`config.mk`:
```
export PLATFORM = sky130hd
export DESIGN_NAME = pli_queue
export DESIGN_NICKNAME = d
export VERILOG_FILES = /design/src/rtl/core/assert_macros.svh /design/src/rtl/core/pli_pkg.sv /design/src/rtl/core/pli_queue.sv
export SDC_FILE = /design/constraint.sdc
export NUM_CORES = 1
export LEC_CHECK = 0
export BUFFER_PORTS_ARGS = -buffer_cell sky130_fd_sc_hd__buf_4
export CORE_AREA = 4 4 161 279
export DETAILED_ROUTE_END_ITERATION = 7
export DIE_AREA = 0 0 165 283
export GPL_ROUTABILITY_DRIVEN = 0
export PLACE_DENSITY_LB_ADDON = 0.05
export SYNTH_ARGS = -nofsm -noshare
export SYNTH_HDL_FRONTEND = slang
export SYNTH_SLANG_ARGS = --single-unit
```
`constraint.sdc`:
```
create_clock -name clk -period 5.9 [get_ports clk]
set_input_delay 1.18 -clock clk [delete_from_list [all_inputs] [get_ports clk]]
set_output_delay 1.18 -clock clk [all_outputs]
set_load 0.05 [all_outputs]
```
`src/rtl/core/assert_macros.svh`:
```
// Concurrent assertion helpers, clocked on clk and quiet during reset.
`ifndef ASSERT_MACROS_SVH
`define ASSERT_MACROS_SVH

// Check that a property holds at every clock edge outside reset.
`define ASSERT_CLK(label, prop, msg) \
	label: assert property (@(posedge clk) disable iff (!arst_n) (prop)) else $error(msg);

// Check that a condition never holds outside reset.
`define ASSERT_NEVER(label, cond, msg) \
	label: assert property (@(posedge clk) disable iff (!arst_n) !(cond)) else $error(msg);

`endif

```
`src/rtl/core/pli_pkg.sv`:
```
`default_nettype none
package pli_pkg;

	localparam int ANGLE_STEPS    = 256;
	localparam int DIST_FRAC_BITS = 4;
	localparam int ANGLE_W        = $clog2(ANGLE_STEPS);
	localparam int HALF_STEPS     = ANGLE_STEPS / 2;
	localparam int DIST_W         = 16;
	localparam int TRIG_W         = 17;
	localparam int Q_FRAC         = 15;
	localparam int X_SHIFT        = Q_FRAC - DIST_FRAC_BITS;
	localparam int PROD_W         = DIST_W + TRIG_W;
	localparam int NUM_W          = 46;
	localparam int DEN_W          = 36;
	localparam int QB             = 30;
	localparam int Q_W            = QB + 1;
	localparam int XM_W           = 24;
	localparam int OUT_W          = 16;
	localparam int FIFO_DEPTH     = 4;

	localparam longint PI_Q30 = 64'sd3373259426;
	localparam longint ONE_Q30 = 64'sd1 <<< 30;

	// Taylor term divisors (i-1)*i, indexed by the power i.
	localparam longint TAYLOR_DIV [20] = '{
		0, 0, 2, 6, 12, 20, 30, 42, 56, 72,
		90, 110, 132, 156, 182, 210, 240, 272, 306, 342
	};

	typedef logic signed [TRIG_W-1:0] trig_tab_t [ANGLE_STEPS];

	typedef struct packed {
		logic                     found;
		logic signed [DIST_W-1:0] rho;
		logic signed [TRIG_W-1:0] cos_v;
		logic signed [TRIG_W-1:0] sin_v;
		logic signed [Q_W-1:0]    x;
	} pli_tag_t;

	typedef struct packed {
		logic signed [NUM_W-1:0] num;
		logic signed [DEN_W-1:0] den;
		pli_tag_t                tag;
	} pli_fq_t;

	function automatic longint q15_round(input longint v);
		longint r;
		begin
			r = (v < 0) ? 64'sd0 : v;
			r = (r + (64'sd1 <<< 14)) >>> 15;
			if (r > 64'sd32768)
				r = 64'sd32768;
			return r;
		end
	endfunction

	// Build the sine or cosine table from truncated integer Taylor series.
	function automatic trig_tab_t gen_tab(input bit want_cos);
		trig_tab_t tab;
		longint    k, t, term, ssum, csum, v;
		bit        sneg, cneg;
		begin
			for (int idx = 0; idx < ANGLE_STEPS; idx++) begin
				k = longint'(idx);
				sneg = 1'b0;
				cneg = 1'b0;
				if (k >= ANGLE_STEPS) begin
					k = k - ANGLE_STEPS;
					sneg = 1'b1;
					cneg = 1'b1;
				end
				if (2 * k > ANGLE_STEPS) begin
					k = ANGLE_STEPS - k;
					cneg = !cneg;
				end
				t = (k * PI_Q30 + HALF_STEPS) >>> ANGLE_W;
				term = t;
				ssum = t;
				for (int i = 3; i <= 19; i += 2) begin
					term = (term * t) >>> 30;
					term = (term * t) >>> 30;
					term = term / TAYLOR_DIV[i];
					if ((((i - 1) >> 1) & 1) != 0)
						ssum = ssum - term;
					else
						ssum = ssum + term;
				end
				term = ONE_Q30;
				csum = ONE_Q30;
				for (int i = 2; i <= 18; i += 2) begin
					term = (term * t) >>> 30;
					term = (term * t) >>> 30;
					term = term / TAYLOR_DIV[i];
					if (((i >> 1) & 1) != 0)
						csum = csum - term;
					else
						csum = csum + term;
				end
				if (want_cos)
					v = cneg ? -q15_round(csum) : q15_round(csum);
				else
					v = sneg ? -q15_round(ssum) : q15_round(ssum);
				tab[idx] = TRIG_W'(v);
			end
			return tab;
		end
	endfunction

	localparam trig_tab_t SIN_TAB = gen_tab(1'b0);
	localparam trig_tab_t COS_TAB = gen_tab(1'b1);

endpackage
`default_nettype wire

```
`src/rtl/core/pli_queue.sv`:
```
`default_nettype none
module pli_queue (
	input  wire logic        clk,
	input  wire logic        arst_n,
	input  wire logic        push_valid,
	input  pli_pkg::pli_fq_t push_data,
	output logic             push_ready,
	output logic             pop_valid,
	output pli_pkg::pli_fq_t pop_data,
	input  wire logic        pop_ready
);

	localparam int PW = $clog2(pli_pkg::FIFO_DEPTH);

	pli_pkg::pli_fq_t mem [pli_pkg::FIFO_DEPTH];
	logic [PW-1:0]    wr_q, rd_q;
	logic [PW:0]      cnt_q;
	logic             push, pop;

	assign push_ready = cnt_q != PW'(0) + (PW+1)'(pli_pkg::FIFO_DEPTH);
	assign pop_valid  = cnt_q != '0;
	assign pop_data   = mem[rd_q];
	assign push       = push_valid && push_ready;
	assign pop        = pop_valid && pop_ready;

	always_ff @(posedge clk or negedge arst_n) begin
		if (!arst_n) begin
			wr_q  <= '0;
			rd_q  <= '0;
			cnt_q <= '0;
		end else begin
			if (push)
				wr_q <= wr_q + 1'b1;
			if (pop)
				rd_q <= rd_q + 1'b1;
			if (push && !pop)
				cnt_q <= cnt_q + 1'b1;
			else if (pop && !push)
				cnt_q <= cnt_q - 1'b1;
		end
	end

	always_ff @(posedge clk) begin
		if (push)
			mem[wr_q] <= push_data;
	end

endmodule
`default_nettype wire

```
-- Yosys cells after proc, flatten, opt, wreduce, memory -nomap -nowiden
Memory sizes are Yosys's and may differ from the RTL's.
Cells that the tools add are included.
W data, S select, Z words.
- memories: 1
- register bits after elaboration: 7
- output and inout bits: 166
- memory bits (writable): 656
- reduce and logical (&&, ||, !) cells: 8
- add/sub/neg operators: 4
- mux-type cells: 4
- equal/unequal tests: 1
- memory list (name ; depth ; bits a word ; rd ports ; clocked after Yosys merged registers in ; write ports ; line ; source):
    mem ; 4 ; 164 ; 1 ; 0 ; 1 ; pli_queue.sv:15 ; pli_pkg::pli_fq_t mem [pli_pkg::FIFO_DEPTH];
- operators by type and width (cell ; count):
    $mux W3 ; 2
    $add A2 B1 Y2 const B ; 2
    $logic_and A1 B1 Y1 ; 4
    $add A3 B1 Y3 const B ; 1
    $ne A3 B3 Y1 const B ; 1
    $reduce_bool A3 Y1 ; 1
    $sub A3 B1 Y3 const B ; 1
    $logic_not A1 Y1 ; 2
    $mux W1 ; 2
    $reduce_bool A2 Y1 ; 1

-- Longest topological paths before layout
- depth after elaboration: 6
- mapped depth: 8
- gate-level depth less buffers: 8

-- Worst setup path after synthesis
No wires, ideal clock.
- path type: input port to flip-flop
- from: input push_valid
- to: memory mem[2][0] in the netlist's numbering, enable pin
- data required time: 5356 ps
- cell stages on the path: 2
- setup slack: 122 ps
- library setup time: 544 ps
- data arrival time: 5235 ps
- cell sequence: a21boi_2 > and2_1
- longest elaborated chain between the ends: 3
- ends and longest elaborated chain (element ; line ; source):
    start, declared ; pli_queue.sv:5 ; input wire logic push_valid,
    $logic_and A1 B1 Y1 ; pli_queue.sv:23 ; assign push = push_valid && push_ready;
    $mux W1 ; pli_queue.sv:44 ; if (push)
    $mux W1 (not written as such) ; pli_queue.sv:45 ; mem[wr_q] <= push_data;
    end, declared ; pli_queue.sv:15 ;
Every way passes these cells.

==> run summary <==
The tools report the initial cell density of the core as 56.5%. The share of the clock period used by the worst path was 70.0%. The run gives 0 as the number of endpoints with negative hold slack in the final report. The worst hold margin was 413 ps. Clock-pin slew was measured on the worst setup and hold paths at 60 ps. After clock tree synthesis, the setup repair step added 0 buffers. The worst pin sits at a relative slew slack of 46.0%. Synthesized flop and latch total: 663.

The tools report the critical path data arrival time as 2950 ps. The transition at the pin with the smallest max-transition slack is 810 ps, and the number of gates given a new drive strength after cts is 0. The run gives 4 as the number of search-and-repair iterations in the first detailed-routing pass. The die extent in y came out at 283 µm. Setup repair after global routing left no endpoint under its margin. Buffers inserted to repair hold after CTS numbered 0. Overall via count from detail_route: 10500. The logs give 0 for the number of DRC violations after detailed routing and 9.82 nW for the static leakage.

The largest total area in the synthesized netlist belongs to edfxtp_1. The largest single stage delay on the critical path is 930 ps. The width of the die was 165 µm; the number of global-route vias before repair was 11500.

The global-route track usage on met2 is 33.6%, and the number of DRC markers in iteration 0 is 823. The synthesized design contains 656 enable-type register cells. The average routed wire per standard cell works out to 24.5 µm. Counting distinct cell types in the post-synthesis netlist gives 19. Buffers placed on the I/O ports in this run total 333.

The total congestion overflow is 0. For the final routed database, the setup TNS stands at 0 ps. The met3 layer usage reported by global route is 6.63%. STA puts the critical path data required time at 4720 ps. The run gives 1432 as the number of nets at the end of the flow.

The signal on the critical path passes through buf_4, mux4_2, buf_4. The number of pins with negative max-slew slack in the final report is 0. Yosys attributes the largest share of cell area to edfxtp_1, mux4_2, buf_6. Compared with the post-synthesis result, the final layout area differs by 20.4%.

The worst voltage drop across the vdd grid is 0.000472 V. Global routing consumed, on the met1 layer, 24.6% of the routing resources. The number of nets in the synthesized netlist is 1066.

The logs give 97 for the largest net degree at the start of global routing and 892 for the synthesized instance count. TritonCTS built the clock tree. The type of the worst setup path was flip-flop to primary output.

The per-instance average area after synthesis is 27.0 µm², and the maximum clock path buffer count is 3. The fraction of synthesis flops using an asynchronous set or reset pin came out at 1.06%. The total track usage is 20.0%. The worst setup path is launched from a flip-flop. The fraction of final layout cells sized beyond drive strength 1 works out to 45.6%. The library cell used most frequently in the layout, excluding fill and tap cells, is edfxtp_1. The critical path starts at rd_q[0]. The tools report the placement row count as 100. In this run the most used layer during global routing was met2.

The critical-path maximum fanout was 37; the number of max-capacitance violations reported was 0. The sequential area share after synthesis was 82.5%. The half-perimeter wire length of the detailed placement result is 28500 µm, and the number of fill cells in the layout is 2699. For this run, the number of Yosys warnings is 0. Derived from the worst setup path, the maximum achievable clock frequency is 0.242 GHz.

The flow ran to the end, and the final reports show no timing, DRC or antenna violations. The number of antenna violations at the first check in global routing came out at 10. The run gives 0 as the antenna violation net count after detailed routing.

Wires add up to 45700 µm. The cell sitting at the root of the clock tree is a clkbuf_16. The first global-routing pass estimated 70200 µm of wire.

On the final layout, the worst clock skew is 19.0 ps. The most prevalent standard cell on the critical path was buf_4. The kind of end point of the critical path was a primary output. The library cells used most frequently in the layout, excluding fill and tap cells, are edfxtp_1, buf_4, mux4_2, clkbuf_16, clkbuf_1.

Startpoint of the lowest-slack register-to-register path: cnt_q[0]. The worst hold path belongs to the class input pin to asynchronous set/reset pin. In this run the cell area of the synthesized design comes to 24100 µm². The floorplan step defined a die boundary enclosing 46700 µm². Of the post-synthesis cell area, the dominant cell type holds 81.8%. The latest clock arrival within the worst-skew pair is 580 ps. The clock period could shrink to 4130 ps. The routed via count divided by cell count came out at 5.61.

Setup violations remaining at the end of the flow were counted as 0. The TritonCTS sink count was 663; the number of H-tree levels was 2. Among all stages on the critical path, the largest delay is contributed by dfrtp_4. The power per cell area came out at 587 nW/µm². For this run, the leading register cell type out of synthesis is edfxtp_1. The run gives 334 as the top-level I/O count.

Counting the buffers created by CTS gives 54. The core region is 42700 µm².
synth_stat cells, drive strengths merged (2+ instances only):
cell and n:
ha 5, inv 3, and2 4, edfxtp 656, mux2 2, nand2 2
xor2 2, nor2 2, clkbuf 3, dfrtp 7, xnor2 4, buf 34
mux4 164
power by group:
group          internal, mW  leakage [nW]  total, mW  switching, mW
clock                  2.06         0.872       3.58           1.52
combinational          2.33          2.86       6.91           4.59
sequential             6.22          6.09       6.54          0.319
total                  10.6          9.82       17.0           6.42
cell type report:
| cell class | count | area, µm² | area share, % |
|---|---|---|---|
| antenna | 7 | 17.5 | 0.0604 |
| clock buffer | 71 | 1480 | 5.10 |
| clock inverter | 28 | 304 | 1.05 |
| inverter | 3 | 11.3 | 0.0388 |
| multi-input combinational | 189 | 3920 | 13.5 |
| sequential | 663 | 19900 | 68.5 |
| tap | 561 | 702 | 2.42 |
| timing repair buffer | 347 | 2690 | 9.28 |
stage by stage:
| stage | instances | instance area [µm²] | setup WS (ps) | util (%) | power [mW] |
|---|---|---|---|---|---|
| final | 1869 | 29000 | 1770 | 68.0 | 17.0 |
| after global routing | 1868 | 29000 | 1510 | 68.0 | 17.8 |
| after CTS | 1862 | 29000 | 1630 | 68.0 | 17.3 |
| after detailed placement | 1763 | 27200 | 2260 | 63.8 | 13.7 |
| after global placement | 1763 | 27200 | 2250 | 63.8 | 13.7 |
| after floorplan | 892 | 24100 | 122 | - | 11.8 |
routing by layer:
layer	part of all wire, %	vias to the layer above	wire length (µm)
met3	8.3	79	3780
met5	0.10	-	47
met2	53	312	24200
li1	-	4601	-
met4	3.1	6	1410
met1	36	5483	16200
logic make-up after synthesis:
logic type / share of synthesized area (%)
AOI/OAI and AO/OA: 0.0467
xor gates and xnor gates: 0.218
adders and majority gates: 0.343
buffers and inverters: 1.26
DFF: 82.5
muxes: 15.4
and+or+nand+nor: 0.213
worst paths after layout:
path / to / slack [ps] / cells past startpoint
worst max-delay path: pop_data[74] / 1770 / 3
worst min-delay path: rd_q[1] / 410 / 1
worst max register to register: mem[0][5] / 3270 / 4
worst min register to register: cnt_q[2] / 540 / 1
max in group asynchronous: rd_q[0] / 5350 / 1
min in group clk: cnt_q[2] / 540 / 1
critical path, delay by kind of cell, from the launching register on:
| family | cells | cell delay [ps] |
|---|---|---|
| flip-flops | 1 | 930 |
| buffers and inverters | 2 | 810 |
| multiplexers | 1 | 600 |
state kept, by name (all words and copies together) (netlist names):
| name | flops |
|---|---|
| cnt_q | 3 |
| mem | 656 |
| rd_q | 2 |
| wr_q | 2 |
(Power assumes the default switching activity.)
